### src/rtl/gno_pkg.sv
// Shared types, widths, hash constants and the sine table generator for the
// fractal gradient noise block. No dependencies.
package gno_pkg;

	localparam int MAX_OCTAVES_DEF = 8;
	localparam int ANGLE_BITS_DEF  = 10;

	localparam int COORD_W    = 32;
	localparam int FRAC_W     = 16;
	localparam int DOT_W      = 34;
	localparam int P_W        = 19;
	localparam int AMP_W      = 40;
	localparam int AMP_LO_W   = 24;
	localparam int WGT_W      = 45;
	localparam int TOT_W      = 64;
	localparam int QUO_W      = 18;
	localparam int OUT_W      = 16;
	localparam int CNT_W      = 4;
	localparam int PERS_W     = 16;
	localparam int CFG_IDX_W  = 2;
	localparam int CFG_DATA_W = 16;
	localparam int OCT_IDX_W  = 5;

	localparam logic [31:0] HASH_MUL_A  = 32'd3284157443;
	localparam logic [31:0] HASH_MUL_B  = 32'd1911520717;
	localparam logic [31:0] HASH_MUL_C  = 32'd2048419325;
	localparam logic [31:0] HALF_PI_Q30 = 32'd1686629713;

	localparam logic [AMP_W-1:0]      AMP_INIT = 40'd4096;
	localparam logic signed [P_W-1:0] P_BIAS   = 19'sd32768;
	localparam logic [OUT_W-1:0]      OUT_MAX  = 16'hFFFF;

	localparam logic [CFG_IDX_W-1:0] REG_OCTAVE_COUNT = 2'd0;
	localparam logic [CFG_IDX_W-1:0] REG_PERSISTENCE  = 2'd1;

	localparam logic [CNT_W-1:0]  OCT_CNT_RST = 4'd1;
	localparam logic [PERS_W-1:0] PERS_RST    = 16'd2048;

	typedef struct packed {
		logic signed [COORD_W-1:0] x;
		logic signed [COORD_W-1:0] y;
		logic signed [TOT_W-1:0]   total;
		logic [WGT_W-1:0]          weight;
		logic [AMP_W-1:0]          amp;
	} oct_bus_t;

	typedef struct packed {
		logic [TOT_W-1:0] rem;
		logic [WGT_W-1:0] weight;
		logic [QUO_W-1:0] quo;
		logic             nonpos;
	} div_bus_t;

	function automatic logic [31:0] rot16(input logic [31:0] v);
		rot16 = {v[15:0], v[31:16]};
	endfunction

	// Raise a series term by two powers of the angle, Q2.30.
	function automatic logic [63:0] series_step(input logic [63:0] term,
		input logic [63:0] t);
		series_step = (((term * t) >> 30) * t) >> 30;
	endfunction

	// Quarter-wave sine entry q of a table with 2^(ab-2) steps, Q1.15.
	// Evaluated at elaboration only.
	function automatic logic [15:0] sine_entry(input int unsigned q, input int unsigned ab);
		logic [63:0] t;
		logic [63:0] term;
		logic signed [63:0] sum;
		logic signed [63:0] r;
		t = (64'(q) * 64'(HALF_PI_Q30)) >> (ab - 2);
		term = t;
		sum = $signed(t);
		term = series_step(term, t) / 64'd6;
		sum = sum - $signed(term);
		term = series_step(term, t) / 64'd20;
		sum = sum + $signed(term);
		term = series_step(term, t) / 64'd42;
		sum = sum - $signed(term);
		term = series_step(term, t) / 64'd72;
		sum = sum + $signed(term);
		term = series_step(term, t) / 64'd110;
		sum = sum - $signed(term);
		term = series_step(term, t) / 64'd156;
		sum = sum + $signed(term);
		term = series_step(term, t) / 64'd210;
		sum = sum - $signed(term);
		term = series_step(term, t) / 64'd272;
		sum = sum + $signed(term);
		if (sum < 0)
			sum = 0;
		r = (sum + 64'sd16384) >>> 15;
		sine_entry = (r > 64'sd32767) ? 16'd32767 : r[15:0];
	endfunction

endpackage

### src/rtl/gno_div_cell.sv
// One restoring-division step: decides quotient bit BIT of total / weight.
// Depends on gno_pkg.
module gno_div_cell #(
	parameter int BIT = 0
) (
	input  logic              clk,
	input  logic              arst_n,
	input  logic              in_vld,
	input  gno_pkg::div_bus_t in_bus,
	output logic              out_vld,
	output gno_pkg::div_bus_t out_bus
);

	logic [gno_pkg::TOT_W-1:0] dvs_c;
	logic                      ge_c;
	gno_pkg::div_bus_t         bus_s1;
	logic                      vld_s1;

	assign dvs_c = gno_pkg::TOT_W'(in_bus.weight) << BIT;
	assign ge_c  = in_bus.rem >= dvs_c;

	always_ff @(posedge clk or negedge arst_n) begin
		if (!arst_n)
			vld_s1 <= 1'b0;
		else
			vld_s1 <= in_vld;
	end

	always_ff @(posedge clk) begin
		bus_s1 <= in_bus;
		if (ge_c) begin
			bus_s1.rem <= in_bus.rem - dvs_c;
			bus_s1.quo[BIT] <= 1'b1;
		end
	end

	assign out_vld = vld_s1;
	assign out_bus = bus_s1;

endmodule

### config.mk
export PLATFORM = sky130hd
export DESIGN_NAME = gno_div_cell
export DESIGN_NICKNAME = d
export VERILOG_FILES = /design/src/rtl/gno_pkg.sv /design/src/rtl/gno_div_cell.sv
export SDC_FILE = /design/constraint.sdc
export NUM_CORES = 1
export LEC_CHECK = 0
export BUFFER_PORTS_ARGS = -buffer_cell sky130_fd_sc_hd__buf_2
export CAP_MARGIN = 40
export CORE_ASPECT_RATIO = 0.6
export CORE_UTILIZATION = 40
export CTS_BUF_LIST = sky130_fd_sc_hd__clkbuf_8
export CTS_CLUSTER_SIZE = 20
export DETAILED_ROUTE_END_ITERATION = 6
export GPL_TIMING_DRIVEN = 0
export PLACE_DENSITY = 0.8
export SYNTH_ARGS = -nofsm -noshare
export SYNTH_HDL_FRONTEND = slang
export SYNTH_SLANG_ARGS = --single-unit
### constraint.sdc
create_clock -name clk -period 1.2 [get_ports clk]
set_input_delay 0.18 -clock clk [delete_from_list [all_inputs] [get_ports clk]]
set_output_delay 0.18 -clock clk [all_outputs]
set_load 0.01 [all_outputs]
==> results.env <==
TIMING.SLEW.HEADROOM=0.423
LEAKAGEPOWER_nW=4.74
CTS_MAX_PATH_BUFFERS=2
SYNTH_SEQ_AREA_SHARE=0.402
ASYNC_FLOP_SHARE=0.00775
TRITONCTS_CLOCK_TREE='done'
FINAL_MIN_PERIOD_OVER_CLOCK_PERIOD=2.46
POSTSYNTHNETCOUNT=948
CORE-AREA_SQ_UM=15500
DETAIL_ROUTE.DRC_VIOLATIONS=18
DIE_WIDTH_MICRONS=166
SYNTH_TOP_CELL_AREA_SHARE=0.398
ROWS=35
TIGHTESTPINTRANSITION_NS=0.857
STARTING_DENSITY_OF_THE_CORE=0.414
MULTI_INPUT_COMB_AREA_SQ_UM=4130
YOSYS.AREA.TOP_TYPE='sky130_fd_sc_hd__dfxtp_1'
MAX_FREQ_MHz=339
YS.FLOP_TYPE='sky130_fd_sc_hd__dfxtp_1'
AREA_OCCUPIED_BY_REGISTERS_SQ_UM=2590
MIN_PATH_CELLS=2
YOSYS.CELL_COUNT.TOP_TYPE='sky130_fd_sc_hd__dfxtp_1'
GR-USAGE-ALL-LAYERS=0.276
RUN_STATUS='finished, violations left'
VIA_COUNT=7322
GRT_ANTENNA_BEFORE_REPAIR=0
SETUP.WORST_PATH.CLASS='input port to flip-flop'
YS_SEQ_ELEMENTS=129
SYNTH_WARNINGS=0
FINALSETUPTNS_NS=-104.06
SYNTH.LIB_CELLS_USED.DISTINCT=56
DP.FINAL_HPWL_MM=16.4
TIMING.FINAL.MAX_SLEW_VIOLATIONS=0
GRT_PASS1_VIAS=6981
FLOORPLAN.IO_PINS=260
CRITPATHLAUNCH='in_bus[120]'
NETLIST_INSTANCES=771
NETLIST_AREA_SQ_UM=6430
HP-START='in_bus[127]'
NUM_ANTENNA_CELLS=0
SYNTH_COMMONEST_CELLS='128 x sky130_fd_sc_hd__dfxtp_1, 93 x sky130_fd_sc_hd__a21oi_1, 73 x sky130_fd_sc_hd__nor2_1'
FINAL_CRITICAL_PATH_SETUP_SLACK_NS=-1.75
AVERAGE_WIRE_LENGTH_PER_CELL_AFTER_DETAIL_ROUTING_MICRONS=17.8
FINALWIRELENGTH_MM=24.4
FINAL_NET_COUNT=1332
DRT_ITER0_MARKERS=577
VIASPERCELL=5.34
TRITONCTS.NUM_BUFFERS=17
VDD.IR_DROP.WORST_V=0.000795
CP.ARRIVAL_NS=3.25
TOTAL_CLOCK_SINKS=129
CRITPATHREQUIREDTIME_NS=1.50
SHARE_OF_CELLS_ABOVE_DRIVE_STRENGTH_1=0.384
GRT_FIRST_PASS_WIRELENGTH_MM=36.0
NUM-FILL-CELLS=1283
CLKTRANSATPATHREGS_NS=0.08
HOLDWS_NS=-0.0472
POWER.DENSITY_nW_PER_UM2=1220
DRTANTENNAVIOLNETS=0
DRT_PASS1_ITERATIONS=7
FINALWORSTPATHREQUIREDPERIOD_NS=2.95
TIMING.CRITICAL_PATH.TO_TYPE='flip-flop'
GRT_START_MAX_NET_PINS=17
DIE-HEIGHT_MICRONS=100
CLOCK_TREE.HTREE_LEVEL_COUNT=4
CRITICAL_PATH.MAX_FANOUT=5
SYNTH_TOP_CELLS_BY_AREA='sky130_fd_sc_hd__dfxtp_1 40%, sky130_fd_sc_hd__ha_1 8.8%, sky130_fd_sc_hd__a21oi_1 7.2%, sky130_fd_sc_hd__xnor2_1 4.4%, sky130_fd_sc_hd__nor2_1 4.3%'
MAXCAPVIOLCOUNT=0
SYNTH_EDF_COUNT=0
WORSTHOLDPATHTYPE='input port to flip-flop'
GRT_SETUP_UNREPAIRED='true'
DIE_AREA_SQ_UM=16600
FAILED_CHECKS='design-rule violations, negative hold slack, negative setup slack'
SETUP_VIOLATIONS=65
CRIT_PATH_START_KIND='input port'
LIBRARY_CELL_USED_AS_CLOCK_ROOT_BUFFER='sky130_fd_sc_hd__clkbuf_8'
GRT_REMAINING_OVERFLOW=0
FINAL_GP_CONGESTION=0.915
FINAL-HOLD-VIOLATION-COUNT=1
BUFFERS_ON_PORTS=259
MIN_TO='out_bus[127]'
SYN_TO_FINAL_GROWTH_PCT=62.0
POST_SYNTH.CELL_AREA_AVG_SQ_UM=8.34
-- registers in the layout (all words and copies together), names as in the netlist --
register	flops
out_vld	1
out_bus	128
-- placed cells by master (no fill, tap or decap), types with 11 or more instances in the layout --
| master | netlist | layout |
|---|---|---|
| sky130_fd_sc_hd__clkbuf_8 | 0 | 20 |
| sky130_fd_sc_hd__nor2_4 | 0 | 19 |
| sky130_fd_sc_hd__o21ai_0 | 41 | 27 |
| sky130_fd_sc_hd__a21oi_1 | 93 | 64 |
| sky130_fd_sc_hd__ha_1 | 45 | 32 |
| sky130_fd_sc_hd__buf_4 | 0 | 11 |
| sky130_fd_sc_hd__inv_1 | 61 | 62 |
| sky130_fd_sc_hd__xnor2_1 | 32 | 30 |
| sky130_fd_sc_hd__xor2_1 | 27 | 27 |
| sky130_fd_sc_hd__a21o_1 | 12 | 12 |
| sky130_fd_sc_hd__a21oi_2 | 0 | 27 |
| sky130_fd_sc_hd__nor2_2 | 0 | 15 |
| sky130_fd_sc_hd__buf_6 | 2 | 12 |
| sky130_fd_sc_hd__o21ai_1 | 0 | 12 |
| sky130_fd_sc_hd__buf_2 | 7 | 256 |
| sky130_fd_sc_hd__nor2_1 | 73 | 39 |
| sky130_fd_sc_hd__dlygate4sd3_1 | 0 | 95 |
| sky130_fd_sc_hd__nand2_1 | 68 | 65 |
| sky130_fd_sc_hd__dfxtp_1 | 128 | 128 |
| sky130_fd_sc_hd__nand4_1 | 19 | 19 |
| sky130_fd_sc_hd__nor3_1 | 17 | 12 |
-- worst max path at each step --
stage                     cells after the start      endpoint  slack, ns
after floorplan                               9   out_bus[68]      -1.85
after global placement                       11   out_bus[71]      -2.82
after detailed placement                     11   out_bus[71]      -2.83
after CTS                                    11  out_bus[116]      -1.63
after global routing                         11  out_bus[124]      -1.77
final                                        11  out_bus[116]      -1.75
-- cell families after synthesis --
family / count (synthesis) / share of synthesized area
AND/OR/NAND/NOR: 235 / 0.173
AO/OA/AOI/OAI: 209 / 0.195
buffers and inverters: 93 / 0.0580
XOR/XNOR: 59 / 0.0803
flip-flops: 129 / 0.402
adder cells (fa/ha/maj): 46 / 0.0906
-- per-layer routing --
layer	up-vias	wire, microns	GRT usage
li1	3460	-	-
met5	-	0	0
met1	3422	10900	0.372
met4	0	610	0.0877
met2	384	11000	0.444
met3	56	1870	0.0576
-- through the flow --
step / total power, mW / utilization / std cells / worst slack (ns) / area (sq um)
after global routing: 13.3 / 0.671 / 1371 / -1.77 / 10400
after CTS: 12.5 / 0.627 / 1363 / -1.63 / 9750
after floorplan: 6.81 / - / 771 / -1.85 / 6450
after global placement: 8.00 / 0.514 / 1233 / -2.82 / 8000
after detailed placement: 8.02 / 0.514 / 1233 / -2.83 / 8000
final: 12.7 / 0.671 / 1371 / -1.75 / 10400
-- area by class of cell --
cell class	instances	area share
inverter	61	0.0220
buffer	17	0.0191
timing repair buffer	380	0.249
clock buffer	20	0.0264
multi-input combinational	549	0.396
clock inverter	12	0.0150
sequential	129	0.248
tap	203	0.0244
-- power breakdown --
group | internal (mW) | total (mW) | switching [mW]
Clock | 2.23 | 4.12 | 1.88
Sequential | 4.79 | 4.92 | 0.130
Combinational | 1.65 | 3.70 | 2.06
-- repair_timing --
action,in CTS,in global routing
endpoints found under the setup margin,65,65
setup buffers,16,7
gates resized for setup,68,150
pin swaps,11,14
hold endpoints to repair,94,3
hold buffers,93,2
gates cloned,2,3
-- worst max-delay path: stages --
cell and delay (ns):
sky130_fd_sc_hd__buf_8 0.10, sky130_fd_sc_hd__or4_4 0.52, sky130_fd_sc_hd__or3_4 0.34, sky130_fd_sc_hd__or3_4 0.34
sky130_fd_sc_hd__or2_4 0.25, sky130_fd_sc_hd__or4_4 0.49, sky130_fd_sc_hd__or3_4 0.44, sky130_fd_sc_hd__buf_12 0.17
sky130_fd_sc_hd__nand4_1 0.14, sky130_fd_sc_hd__a211oi_1 0.10, sky130_fd_sc_hd__xor2_1 0.17
Note: power is estimated with default switching activity, not from simulation.
